[src/design/gn2d_pkg.sv]
// Shared types and constants of the 2D gradient noise evaluator.
package gn2d_pkg;

	// defaults of the top-level parameters
	localparam int GRID_SIDE_DEF = 256;
	localparam int FRAC_BITS_DEF = 16;
	localparam int GRAD_BITS_DEF = 16;

	// fixed field widths on the stream ports
	localparam int CELL_W  = 8;
	localparam int FIELD_W = 16;
	localparam int OUT_W   = 16;

	// s_tdata layout, lowest bit first
	localparam int CX_LSB    = 0;
	localparam int CY_LSB    = 8;
	localparam int FX_LSB    = 16;
	localparam int FY_LSB    = 32;
	localparam int GX_LSB    = 48;
	localparam int GY_LSB    = 64;
	localparam int S_TDATA_W = 80;

	// action codes carried in s_tuser
	localparam logic ACT_WRITE = 1'b0;
	localparam logic ACT_EVAL  = 1'b1;

	// corner dots and blend run in Q.30, range [-4, 4]
	localparam int DOT_FRAC = 30;
	localparam int DOT_W    = 34;
	localparam int ROUND_SH = DOT_FRAC - 15;

	// fade polynomial 6t^5 - 15t^4 + 10t^3
	localparam int FADE_C5 = 6;
	localparam int FADE_C4 = 15;
	localparam int FADE_C3 = 10;

	// pipeline stage count, output register not included
	localparam int NUM_STG = 10;

	typedef struct packed {
		logic [NUM_STG:1] ld;   // stage k register takes a new item this cycle
	} pipe_ctl_t;

endpackage

[src/design/gn2d_corner.sv]
// One corner dot product, stages 5 and 6, scaled to Q.30.
module gn2d_corner #(
	parameter int FRAC_BITS = 16,
	parameter int GRAD_BITS = 16
) (
	input  logic                                clk,
	input  gn2d_pkg::pipe_ctl_t                 ctl,
	input  logic [2*GRAD_BITS-1:0]              grad,   // gx low, gy high
	input  logic signed [FRAC_BITS:0]           ox,
	input  logic signed [FRAC_BITS:0]           oy,
	output logic signed [gn2d_pkg::DOT_W-1:0]   dot
);

	import gn2d_pkg::*;

	localparam int PW  = GRAD_BITS + FRAC_BITS + 1;
	localparam int SW  = PW + 1;
	localparam int PF  = FRAC_BITS + GRAD_BITS - 2;
	localparam int SHR = (PF >= DOT_FRAC) ? PF - DOT_FRAC : 0;
	localparam int SHL = (PF < DOT_FRAC) ? DOT_FRAC - PF : 0;
	localparam int XW  = SW + SHL;

	logic signed [GRAD_BITS-1:0] gx, gy;
	logic signed [PW-1:0]        px_s5, py_s5;
	logic signed [DOT_W-1:0]     dot_s6;

	logic signed [SW-1:0]    sum;
	logic signed [XW-1:0]    xs_l, xs_r;
	logic signed [DOT_W-1:0] dot_d;

	assign gx = $signed(grad[GRAD_BITS-1:0]);
	assign gy = $signed(grad[2*GRAD_BITS-1:GRAD_BITS]);

	always_comb begin
		sum   = SW'(px_s5) + SW'(py_s5);
		xs_l  = XW'(sum) <<< SHL;
		xs_r  = xs_l >>> SHR;   // floor
		dot_d = DOT_W'(xs_r);
	end

	always_ff @(posedge clk) begin
		if (ctl.ld[5]) begin
			px_s5 <= PW'(gx) * PW'(ox);
			py_s5 <= PW'(gy) * PW'(oy);
		end
		if (ctl.ld[6])
			dot_s6 <= dot_d;
	end

	assign dot = dot_s6;

endmodule

[config.mk]
export PLATFORM = sky130hd
export DESIGN_NAME = gn2d_corner
export DESIGN_NICKNAME = d
export VERILOG_FILES = /design/src/design/gn2d_pkg.sv /design/src/design/gn2d_corner.sv
export SDC_FILE = /design/constraint.sdc
export NUM_CORES = 2
export LEC_CHECK = 0
export BUFFER_PORTS_ARGS = -buffer_cell sky130_fd_sc_hd__clkbuf_2
export CAP_MARGIN = 20
export CORE_MARGIN = 1.5
export CORE_UTILIZATION = 35
export CTS_CLUSTER_DIAMETER = 80
export DETAILED_ROUTE_END_ITERATION = 10
export PLACE_DENSITY = 0.58
export SYNTH_ARGS = -nofsm -noshare
export SYNTH_HDL_FRONTEND = slang
export SYNTH_SLANG_ARGS = --single-unit
[constraint.sdc]
create_clock -name clk -period 9.3 [get_ports clk]
set_input_delay 1.86 -clock clk [delete_from_list [all_inputs] [get_ports clk]]
set_output_delay 1.86 -clock clk [all_outputs]
set_load 0.05 [all_outputs]
# Word level (Yosys, flattened, before mapping)
# Index checks and enable logic that the tools add are counted.
[op_classes]
add_sub_neg = 1
n_mul = 2
[op_table]
columns = ["cell", "n"]
rows = [
  ["multiplier 16 x 17 -> 33 bit", 2],
  ["adder 33 x 33 -> 34 bit", 1],
]
[totals]
word_cells = 6
in_bits = 77
output_inout_bits = 34
reg_bits = 100

# Depth between registers and ports, before layout
[logic_depth]
ltp_word = 1
ltp_mapped = 25
depth_no_buf = 23

# Worst setup path after synthesis
# Ideal clock, no wire load.
[synth_path]
path_kind = "input to register"
start = "input port oy[10]"
end = "register py_s5[32] (data pin)"
path_buffers = 1
arrival_time_ns = 7.595
setup_time_ns = 0.190
cell_stages = 23
path_slack_ns = 1.514
t_required_ns = 9.110
cell_sequence = "clkbuf_1 nand2_1 fa_1 fa_1 inv_1 fa_1 inv_1 fa_1 inv_1 fa_1 inv_1 fa_1 inv_1 ha_1 a21oi_1 nand2_1 o211ai_2 nor3_1 o41a_1 a21o_1 o41ai_4 mux2i_1 a2111oi_2"
[synth_between]
elab_chain_cells = 1
[synth_rtl]
columns = ["element", "line", "rtl"]
rows = [
  ["from (decl)", "gn2d_corner.sv:10", "input logic signed [FRAC_BITS:0] oy,"],
  ["multiplier 16 x 17 -> 33 bit", "gn2d_corner.sv:44", "py_s5 <= PW'(gy) * PW'(oy);"],
  ["to (signal assigned)", "gn2d_corner.sv:44", ""],
  ["to (decl)", "gn2d_corner.sv:24", "logic signed [PW-1:0] px_s5, py_s5;"],
]
# Every way passes these cells.
# A chain may end at the register's enable or synchronous reset.

# Worst setup path in the final report
[layout_path]
start = "input port grad[7]"
end = "register px_s5[31] (data pin)"
[layout_between]
elab_chain_cells = 1
[layout_rtl]
columns = ["element", "line", "rtl"]
rows = [
  ["from (decl)", "gn2d_corner.sv:8", "input logic [2*GRAD_BITS-1:0] grad,"],
  ["multiplier 16 x 17 -> 33 bit", "gn2d_corner.sv:43", "px_s5 <= PW'(gx) * PW'(ox);"],
  ["to (signal assigned)", "gn2d_corner.sv:43", ""],
  ["to (decl)", "gn2d_corner.sv:24", ""],
]
# Every way passes these cells.

==> impl_metrics.csv <==
group,metric,value,unit
outcome,status,"finished clean",
grt,grt_pass1_wl,92300,um
timing,worst_slew_pin_slew,0.964,ns
worst_setup_path,cp_data_arrival_time,8.12,ns
clock_network,cts_buffer_depth,2,
placed_design,hpwl,44500,um
drt,wire_per_inst,15.0,um
layout,regArea,3000,um2
drt,drc,0,
synth,async_flop_share,0,
clock_network,h-tree-depth,3,
drt,antenna_left,0,
die,num_io_pins,111,
timing,finalHoldViolCount,0,
grt,grt_max_degree,67,
timing,fin_crit,8.01,ns
die,dieArea,73400,um2
drt,dr_total_vias,16900,
worst_setup_path,cp.required,9.42,ns
clock_network,path_clk_slew,0.07,ns
drt,drt_pass1_iterations,5,
layout,antenna_cells,0,
worst_setup_path,reg2reg_depth,12,
die,row_count,98,
clock_network,cts_made_buffers,9,
synth,synth.area.top_cells,"fa_1 (44%), edfxtp_1 (12%), ha_1 (10%), inv_1 (9.2%), and2_1 (6.5%)",
synth,ys_ff_latch,100,
clock_network,postCtsResizedCells,0,
die,start_util,0.353,
timing,fmax,0.125,GHz
drt,drt_iter0_markers,699,
min_path,hold_depth,1,
timing,slew_violations,0,
synth,yosysWarnings,0,
layout,fillers,7180,
clock_network,cts_sinks,100,
worst_setup_path,crit_path_end_kind,"flop",
timing,slew_headroom,0.357,
worst_setup_path,critPathLaunchType,"input port",
synth,synth_top_area_share,0.441,
clock_network,holdBufCountCts,0,
layout,areaGrowthSynthToFinish,6.82,%
die,core_area,71200,um2
synth,yosysTopAreaCell,"fa_1",
synth,synth_ff_type,"edfxtp_1",
synth,syn_inst,2592,
die,fp.dieW,271,um
grt,grt_usage,0.157,
min_path,hp-class,"flop to flop",
clock_network,cts_tree,"done",
synth,syn_area,25100,um2
timing,setup_violations,0,
synth,synth_edf_count,100,
worst_setup_path,path_max_fanout,17,
synth,synth.yosys.seq_area_share,0.120,
timing,fin_skew,0.00684,ns
placed_design,port_buffers,102,
worst_setup_path,critPathKind,"input port to flop",
drt,vias_per_cell,4.70,
clock_network,post_cts.repair.setup_buffers,0,
clock_network,ctsRootBufferMaster,"clkbuf_16",
clock_network,worstSkewPairLatency,0.36,ns
timing,rsz0062_at_grt,"no",
synth,syn_area_per_cell,9.69,um2
run,maxCapViolCount,0,
die,die_h,271,um
drt,routed_wl,53800,um
timing,fin_crit_sh,0.861,
grt,antenna_found_initial,1,
layout,final_util,0.377,
layout,fin_nets,3463,
placed_design,gp_congestion,0.823,
grt,grt-ovfl-total,0,
timing,fin_tns_setup,0,ns
synth,synth_fp_nets,3423,
layout,multi_input_area,19500,um2
layout,drive_gt1_frac,0.0478,
grt,grt_pass1_vias,18300,
synth,synthDistinctLibCells,58,
worst_setup_path,ff2ff_setup_slack,5.56,ns
timing,hold-worst-slack,0.546,ns
==> Yosys cell counts (2+ instances only) <==
library cell  instances
inv_1               618
fa_1                553
nand2_1             291
and2_1              261
ha_1                201
edfxtp_1            100
nor2_1               79
a21oi_1              75
clkbuf_1             73
xnor2_1              72
a21o_1               43
o21ai_0              26
xor2_1               24
nand3_1              17
o21a_1               17
nand2b_1             14
nor3_1               12
a211oi_1             10
o21ai_1              10
o211ai_1              9
nand4_1               7
nor2b_1               7
o21bai_1              7
a31oi_1               6
and3_1                6
a21boi_1              4
o31ai_1               4
a211o_1               3
nor3b_1               3
or3_1                 3
a21boi_0              2
a221oi_1              2
a22oi_1               2
and4_1                2
mux2i_1               2
nor4_1                2
o2111ai_1             2
o22ai_1               2
or4_1                 2
==> per-stage QoR <==
stage                     std cells  setup WS [ns]  instance area, um2
after detailed placement       3571          0.969               26500
after floorplan                2592           1.51               25100
final                          3587           1.29               26800
after global placement         3571          0.996               26500
after global routing           3587          0.992               26800
after CTS                      3587           1.35               26800
==> layout by cell type (no fill, tap or decap), drive strengths merged, types with 3 or more instances in the layout <==
| cell type | n |
|---|---|
| nand2b | 14 |
| and2 | 261 |
| and3 | 6 |
| nor3b | 3 |
| nor2b | 7 |
| fa | 553 |
| inv | 621 |
| xor2 | 24 |
| a211oi | 10 |
| nand2 | 291 |
| a21boi | 6 |
| clkbuf | 110 |
| nand3 | 17 |
| o31ai | 4 |
| or3 | 3 |
| a21o | 43 |
| ha | 201 |
| a211o | 3 |
| nor3 | 12 |
| nor2 | 79 |
| xnor2 | 72 |
| edfxtp | 100 |
| a21oi | 76 |
| o21bai | 7 |
| a31oi | 6 |
| nand4 | 7 |
| o21ai | 36 |
| o21a | 17 |
| o211ai | 10 |
==> worst max-delay path: stages <==
cell and delay, ns:
clkbuf_2 0.40, nand2_1 0.15, fa_1 0.55, inv_1 0.05, fa_1 0.49, inv_1 0.05
fa_1 0.53, inv_1 0.05, fa_1 0.49, fa_1 0.50, inv_1 0.05, fa_1 0.48
inv_1 0.04, ha_1 0.37, and4_1 0.29, nand4_1 0.17, nor4_1 0.64, o21a_1 0.30
a221oi_1 0.17, o211ai_1 0.24, a21oi_1 0.11, xnor2_1 0.12
==> metal layers <==
metal / up-vias / global-route usage / wire, um
met2: 189 / 0.285 / 28100
met1: 8741 / 0.201 / 23300
li1: 7884 / - / -
met4: 0 / 0.0259 / 847
met5: - / 0 / 0
met3: 53 / 0.0199 / 1570
==> layout make-up <==
type | instances | area share
clock buffers | 9 | 0.00840
clock inverters | 7 | 0.00219
inverters | 618 | 0.0865
multi-input cells | 1800 | 0.727
flip-flops and latches | 100 | 0.112
well taps | 950 | 0.0443
repair buffers | 103 | 0.0193
==> cell families after synthesis <==
logic type      Yosys count  share of synthesized area
compound gates          238                     0.0625
mux                       2                   0.000797
fa+ha+maj               754                      0.541
xor+xnor                 96                     0.0335
flops                   100                      0.120
buf+inv                 692                      0.103
simple gates            710                      0.139
==> sequential cells by signal, indices dropped and copies added, names as in the netlist <==
name and cells:
dot 34, px_s5 33, py_s5 33
==> worst paths after layout <==
path                       from                   to
max                     grad[7]  px_s5[31]$_DFFE_PP_
min          py_s5[0]$_DFFE_PP_     dot[0]$_DFFE_PP_
max reg2reg  px_s5[0]$_DFFE_PP_    dot[32]$_DFFE_PP_
min reg2reg  py_s5[0]$_DFFE_PP_     dot[0]$_DFFE_PP_
Power is left out: the tool's default activity adds up to more than one toggle a clock period on the data nets, which glitch-free logic cannot reach.
