<file path="src/design/gn2d_pkg.sv">
// Shared types and constants of the 2D gradient noise evaluator.
package gn2d_pkg;

	// defaults of the top-level parameters
	localparam int GRID_SIDE_DEF = 256;
	localparam int FRAC_BITS_DEF = 16;
	localparam int GRAD_BITS_DEF = 16;

	// fixed field widths on the stream ports
	localparam int CELL_W  = 8;
	localparam int FIELD_W = 16;
	localparam int OUT_W   = 16;

	// s_tdata layout, lowest bit first
	localparam int CX_LSB    = 0;
	localparam int CY_LSB    = 8;
	localparam int FX_LSB    = 16;
	localparam int FY_LSB    = 32;
	localparam int GX_LSB    = 48;
	localparam int GY_LSB    = 64;
	localparam int S_TDATA_W = 80;

	// action codes carried in s_tuser
	localparam logic ACT_WRITE = 1'b0;
	localparam logic ACT_EVAL  = 1'b1;

	// corner dots and blend run in Q.30, range [-4, 4]
	localparam int DOT_FRAC = 30;
	localparam int DOT_W    = 34;
	localparam int ROUND_SH = DOT_FRAC - 15;

	// fade polynomial 6t^5 - 15t^4 + 10t^3
	localparam int FADE_C5 = 6;
	localparam int FADE_C4 = 15;
	localparam int FADE_C3 = 10;

	// pipeline stage count, output register not included
	localparam int NUM_STG = 10;

	typedef struct packed {
		logic [NUM_STG:1] ld;   // stage k register takes a new item this cycle
	} pipe_ctl_t;

endpackage

</file>
<file path="src/design/gn2d_fade.sv">
// Quintic fade pipeline, stages 2 to 6, one multiply per stage.
module gn2d_fade #(
	parameter int FRAC_BITS = 16
) (
	input  logic                  clk,
	input  gn2d_pkg::pipe_ctl_t   ctl,
	input  logic [FRAC_BITS-1:0]  f,
	output logic [FRAC_BITS:0]    u
);

	import gn2d_pkg::*;

	localparam int WW = FRAC_BITS + 5;
	localparam int MW = WW + FRAC_BITS + 1;
	localparam int UW = FRAC_BITS + 1;
	localparam logic signed [WW-1:0] SIX   = WW'(FADE_C5);
	localparam logic signed [WW-1:0] K15   = WW'(FADE_C4 * (2 ** FRAC_BITS));
	localparam logic signed [WW-1:0] K10   = WW'(FADE_C3 * (2 ** FRAC_BITS));
	localparam logic signed [WW-1:0] ONE_T = WW'(2 ** FRAC_BITS);

	logic [FRAC_BITS-1:0] f_s2, f_s3, f_s4, f_s5;
	logic signed [WW-1:0] w0_s2, w1_s3, w2_s4, w3_s5;
	logic [UW-1:0]        u_s6;

	logic signed [WW-1:0] w0_d, w1_d, w2_d, w3_d, w4_d;
	logic signed [MW-1:0] m1, m2, m3, m4;
	logic [UW-1:0]        u_d;

	always_comb begin
		w0_d = WW'($signed({1'b0, f})) * SIX - K15;
		m1   = MW'(w0_s2) * MW'($signed({1'b0, f_s2}));
		w1_d = WW'(m1 >>> FRAC_BITS) + K10;
		m2   = MW'(w1_s3) * MW'($signed({1'b0, f_s3}));
		w2_d = WW'(m2 >>> FRAC_BITS);
		m3   = MW'(w2_s4) * MW'($signed({1'b0, f_s4}));
		w3_d = WW'(m3 >>> FRAC_BITS);
		m4   = MW'(w3_s5) * MW'($signed({1'b0, f_s5}));
		w4_d = WW'(m4 >>> FRAC_BITS);
		// clamp to [0, 1]
		if (w4_d[WW-1])
			u_d = '0;
		else if (w4_d > ONE_T)
			u_d = UW'(ONE_T);
		else
			u_d = UW'(w4_d);
	end

	always_ff @(posedge clk) begin
		if (ctl.ld[2]) begin
			f_s2  <= f;
			w0_s2 <= w0_d;
		end
		if (ctl.ld[3]) begin
			f_s3  <= f_s2;
			w1_s3 <= w1_d;
		end
		if (ctl.ld[4]) begin
			f_s4  <= f_s3;
			w2_s4 <= w2_d;
		end
		if (ctl.ld[5]) begin
			f_s5  <= f_s4;
			w3_s5 <= w3_d;
		end
		if (ctl.ld[6])
			u_s6 <= u_d;
	end

	assign u = u_s6;

endmodule

</file>
<file path="config.mk">
export PLATFORM = sky130hd
export DESIGN_NAME = gn2d_fade
export DESIGN_NICKNAME = d
export VERILOG_FILES = /design/src/design/gn2d_pkg.sv /design/src/design/gn2d_fade.sv
export SDC_FILE = /design/constraint.sdc
export NUM_CORES = 2
export LEC_CHECK = 0
export BUFFER_PORTS_ARGS = -buffer_cell sky130_fd_sc_hd__buf_2
export CORE_MARGIN = 2
export CORE_UTILIZATION = 25
export CTS_BUF_LIST = sky130_fd_sc_hd__clkbuf_4 sky130_fd_sc_hd__clkbuf_8
export DETAILED_ROUTE_END_ITERATION = 8
export PLACE_DENSITY_LB_ADDON = 0.3
export SYNTH_ARGS = -nofsm -noshare
export SYNTH_HDL_FRONTEND = slang
export SYNTH_SLANG_ARGS = --single-unit
</file>
<file path="constraint.sdc">
create_clock -name clk -period 9.33 [get_ports clk]
set_input_delay 1.866 -clock clk [delete_from_list [all_inputs] [get_ports clk]]
set_output_delay 1.866 -clock clk [all_outputs]
set_load 0.005 [all_outputs]
</file>
; ---- After elaboration in Yosys (flattened, before gate mapping)
; Index checks and enable logic that the tools add are counted.
[word_totals]
ff_bits = 165
in_bits = 27
out_inout_bits = 17
elab_cells = 20
[op_classes]
addsub = 2
multipliers = 5
n_lt_le_gt_ge = 1
mux = 1
n_reduce_logical = 1
[op_table]
columns = op, n
row1 = $mul A21 B17 Y37, 4
row2 = $add A21 B21 Y21 const B, 1
row3 = $gt A21 B18 Y1 const B, 1
row4 = $sub A19 B20 Y21 const B, 1
row5 = $mul A16 B2 Y18 const B, 1
row6 = $mux W17, 1
row7 = $reduce_or A2 Y1, 1

; ---- Logic depth before layout (Yosys ltp)
[logic_depth]
ltp_word = 3
mapped_depth = 27
mapped_depth_nobuf = 26

; ---- Worst setup path before layout
; OpenSTA, ideal clock, no wires.
[synth_timing]
kind = flip-flop to flip-flop
startpoint = reg f_s2[8]
endpoint = reg w1_s3[20] (data pin)
setup_time_ns = 0.158
arrival_ns = 6.496
required_ns = 9.172
path_slack_ns = 2.676
path_stages_with_launch = 25
n_path_buf = 2
period_less_slack_ns = 6.654
path_cell_list = edfxtp_1 clkbuf_1 clkbuf_1 nand2_1 fa_1 inv_1 fa_1 inv_1 fa_1 inv_1 fa_1 inv_1 fa_1 inv_1 fa_1 ha_1 nand4_1 a211oi_1 o21ai_1 o22ai_2 a311oi_4 or2_2 a41o_2 or4b_1 o211ai_1
[synth_between]
elab_chain_cells = 2
[synth_lines]
columns = element, line
row1 = "start, declared", gn2d_fade.sv:21  ; logic [FRAC_BITS-1:0] f_s2, f_s3, f_s4, f_s5;
row2 = "start signal, assigned", gn2d_fade.sv:50  ; f_s2 <= f;
row3 = $mul A21 B17 Y37, gn2d_fade.sv:31  ; m1 = MW'(w0_s2) * MW'($signed({1'b0, f_s2}));
row4 = $add A21 B21 Y21, gn2d_fade.sv:32  ; w1_d = WW'(m1 >>> FRAC_BITS) + K10;
row5 = net w1_d[20], gn2d_fade.sv:25  ; logic signed [WW-1:0] w0_d, w1_d, w2_d, w3_d, w4_d;
row6 = "end signal, assigned", gn2d_fade.sv:55  ; w1_s3 <= w1_d;
row7 = "end, declared", gn2d_fade.sv:22  ; logic signed [WW-1:0] w0_s2, w1_s3, w2_s4, w3_s5;
; The timed path passes the listed nets, and every way through them passes these cells.
; A chain may end at the register's enable or synchronous reset.

; ---- Final worst setup path
[layout_timing]
startpoint = reg w2_s4[7]
endpoint = reg w3_s5[20] (data pin)
[layout_between]
elab_chain_cells = 1
[layout_lines]
columns = element, line
row1 = "start, declared", gn2d_fade.sv:22
row2 = "start signal, assigned", gn2d_fade.sv:59  ; w2_s4 <= w2_d;
row3 = $mul A21 B17 Y37, gn2d_fade.sv:35  ; m3 = MW'(w2_s4) * MW'($signed({1'b0, f_s4}));
row4 = net m3[36], gn2d_fade.sv:26  ; logic signed [MW-1:0] m1, m2, m3, m4;
row5 = "end signal, assigned", gn2d_fade.sv:63  ; w3_s5 <= w3_d;
row6 = "end, declared", gn2d_fade.sv:22
; The timed path passes the listed nets, and every way through them passes these cells.

==> impl_metrics.env <==
export IMPL_ios=44
export IMPL_grt_max_degree=38
export IMPL_required_ns=9.73
export IMPL_syn_to_final_growth_pct=7.28
export IMPL_netlist_area_leader_share=0.497
export IMPL_clock_fmax_mhz=124
export IMPL_mostFrequentLayoutCells="inv_1 (1,479), fa_1 (1,299), nand2_1 (831), and2_1 (512), ha_1 (377)"
export IMPL_die_x_um=461
export IMPL_vias=34300
export IMPL_synth_avg_cell_area_um2=9.58
export IMPL_synth_nets=7164
export IMPL_post_route_util=0.271
export IMPL_die_y_um=461
export IMPL_dp_slack_ns=1.33
export IMPL_startpoint_type="register"
export IMPL_drt_pass1_iter_count=5
export IMPL_rsz0062_at_grt="no"
export IMPL_synthArstFlopShare=0
export IMPL_ys_types=77
export IMPL_netlist_instances=5461
export IMPL_die_area_mm2=0.213
export IMPL_drc=0
export IMPL_first_iter_violations=1533
export IMPL_max_slew_margin=0.238
export IMPL_hold_path_class="register to register"
export IMPL_nFillCells=22200
export IMPL_fin_skew_ns=0.0366
export IMPL_synth_compound_area_frac=0.0336
export IMPL_cap_viol_max_count=0
export IMPL_status="finished clean"
export IMPL_register_area_mm2=0.00486
export IMPL_finalWorstSetupSlack_ns=1.26
export IMPL_synth_seq_cells=162
export IMPL_fp_coreArea_mm2=0.207
export IMPL_antenna_found_initial=9
export IMPL_cts_resized=0
export IMPL_ys_warn_count=0
export IMPL_post_cts_buffers=0
export IMPL_vias_per_cell=4.20
export IMPL_cts_tree="yes"
export IMPL_finalSetupTns_ns=0
export IMPL_synth_xor_area_frac=0.0213
export IMPL_synthTopCellsByArea="fa_1 (50%), inv_1 (11%), edfxtp_1 (9.3%)"
export IMPL_final_common_cell="inv_1"
export IMPL_wl_um=126000
export IMPL_start_util=0.252
export IMPL_nNetsFinal=7078
export IMPL_clock_sinks=162
export IMPL_htreeDepth=4
export IMPL_multiInputGateArea_mm2=0.0411
export IMPL_grt_ovfl_total=0
export IMPL_synth_edf_count=162
export IMPL_ys_flop_type="edfxtp_1"
export IMPL_synth_top_family_by_area="adder cells"
export IMPL_worstSkewPairLatency_ns=0.63
export IMPL_crit_fanout=16
export IMPL_drtAntennaViolNets=0
export IMPL_whs_ns=0.782
export IMPL_cp_end_kind="register"
export IMPL_timing_final_crit_share=0.865
export IMPL_num_rows=167
export IMPL_hpwl_um=102000
export IMPL_setup_violations_final=0
export IMPL_io_buffers=38
export IMPL_final_hold_violation_count=0
export IMPL_cts_root_buf="clkbuf_8"
export IMPL_cts_hold_buf=0
export IMPL_max_slew_worst_pin_slew_ns=1.14
export IMPL_grt_pass1_wl_um=211000
export IMPL_clk_pin_slew_ns=0.13
export IMPL_crit_type="register to register"
export IMPL_clockBufferDepth=2
export IMPL_place_congestion=0.805
export IMPL_drv_slew=0
export IMPL_synth_fa_ha_area_frac=0.587
export IMPL_seq_area_frac_synth=0.0930
export IMPL_grt_total_usage=0.125
export IMPL_drive_above_1_share=0.0321
export IMPL_grt_pass1_vias=38800
export IMPL_synthSimpleGateAreaFrac=0.143
export IMPL_period_minus_slack_ns=8.07
export IMPL_synth_top_area_cell="fa_1"
export IMPL_synth_mux_area_frac=0.000191
export IMPL_cp_arrival_ns=8.47
export IMPL_syn_cell_area_mm2=0.0523
export IMPL_cts_buffers=17
export IMPL_wire_per_inst_um=15.4
## sequential cells by signal, indices dropped and copies added, names as in the netlist
signal	cells
w0_s2	18
f_s2	16
w3_s5	21
f_s5	16
u	17
f_s4	16
w1_s3	21
w2_s4	21
f_s3	16
## kinds of logic after synthesis
group                    Yosys count
AND/OR/NAND/NOR                 1545
flip-flops                       162
adder cells (fa/ha/maj)         1676
multiplexers                       1
buffers and inverters           1691
XOR/XNOR                         127
AO/OA/AOI/OAI                    259
## worst max-delay path, stage by stage (launching register included)
cell and delay, ns:
edfxtp_1 0.90, nand2_1 0.17, fa_1 0.56, inv_1 0.05, fa_1 0.48, inv_1 0.06, fa_1 0.48, fa_1 0.55
inv_1 0.05, fa_1 0.52, fa_1 0.44, ha_1 0.31, nand4_1 0.11, nor2_1 0.08, a221oi_1 0.71, a21oi_1 0.27
o21ai_0 0.77, o22ai_1 0.34, o221ai_1 0.43, o2111ai_1 0.25, a21oi_1 0.22, xnor2_1 0.08
## layer usage
layer | wire, um | GRT usage | vias up | part of all wire
met5 | 55 | 0 | - | 0.00044
met1 | 58800 | 0.173 | 18000 | 0.47
met4 | 2150 | 0.0252 | 8 | 0.017
met3 | 4880 | 0.0152 | 114 | 0.039
met2 | 60100 | 0.211 | 572 | 0.48
li1 | - | - | 15600 | -
## metrics by stage
stage          cell area, um2  std cells
2_1_floorplan           52300       5461
3_3_place_gp            55700       8144
3_5_place_dp            55700       8144
4_1_cts                 56100       8176
5_1_grt                 56100       8179
6_report                56100       8179
## Yosys cell counts, types with 5 or more instances
library cell	instances
a21boi_0	5
nor2b_1	9
fa_1	1299
nor3b_1	5
inv_1	1479
nand2b_1	10
o21bai_1	10
edfxtp_1	162
nand2_1	831
o211ai_1	9
nand3_1	18
nor3_2	10
o31ai_1	5
clkbuf_1	205
xnor2_1	88
or2_2	5
o2111ai_1	5
xor2_1	39
o21ai_1	5
a31oi_1	7
and2_1	512
nor4_1	5
a21o_1	48
o21a_1	12
ha_1	377
a211oi_1	11
a21oi_1	68
nor2_1	61
nor3_1	26
o21ai_0	37
nand4_1	15
and3_1	15
## worst paths after layout
path | startpoint | end | slack [ns] | depth (start not counted)
worst max-delay path | w2_s4[7]$_DFFE_PP_ | w3_s5[20]$_DFFE_PP_ | 1.26 | 21
worst min-delay path | f_s2[13]$_DFFE_PP_ | f_s3[13]$_DFFE_PP_ | 0.78 | 1
worst max register to register | w2_s4[7]$_DFFE_PP_ | w3_s5[20]$_DFFE_PP_ | 1.26 | 21
worst min register to register | f_s2[13]$_DFFE_PP_ | f_s3[13]$_DFFE_PP_ | 0.78 | 1
## cell type report
type                    count  area share
multi-input cells        3608       0.732
inverters                1479      0.0989
flip-flops and latches    162      0.0867
well taps                2788      0.0621
repair buffers            107      0.0126
clock buffers              17     0.00417
clock inverters            15     0.00345
diodes                      3    0.000134
Power is left out: the tool's default activity adds up to more than one toggle a clock period on the data nets, which glitch-free logic cannot reach.
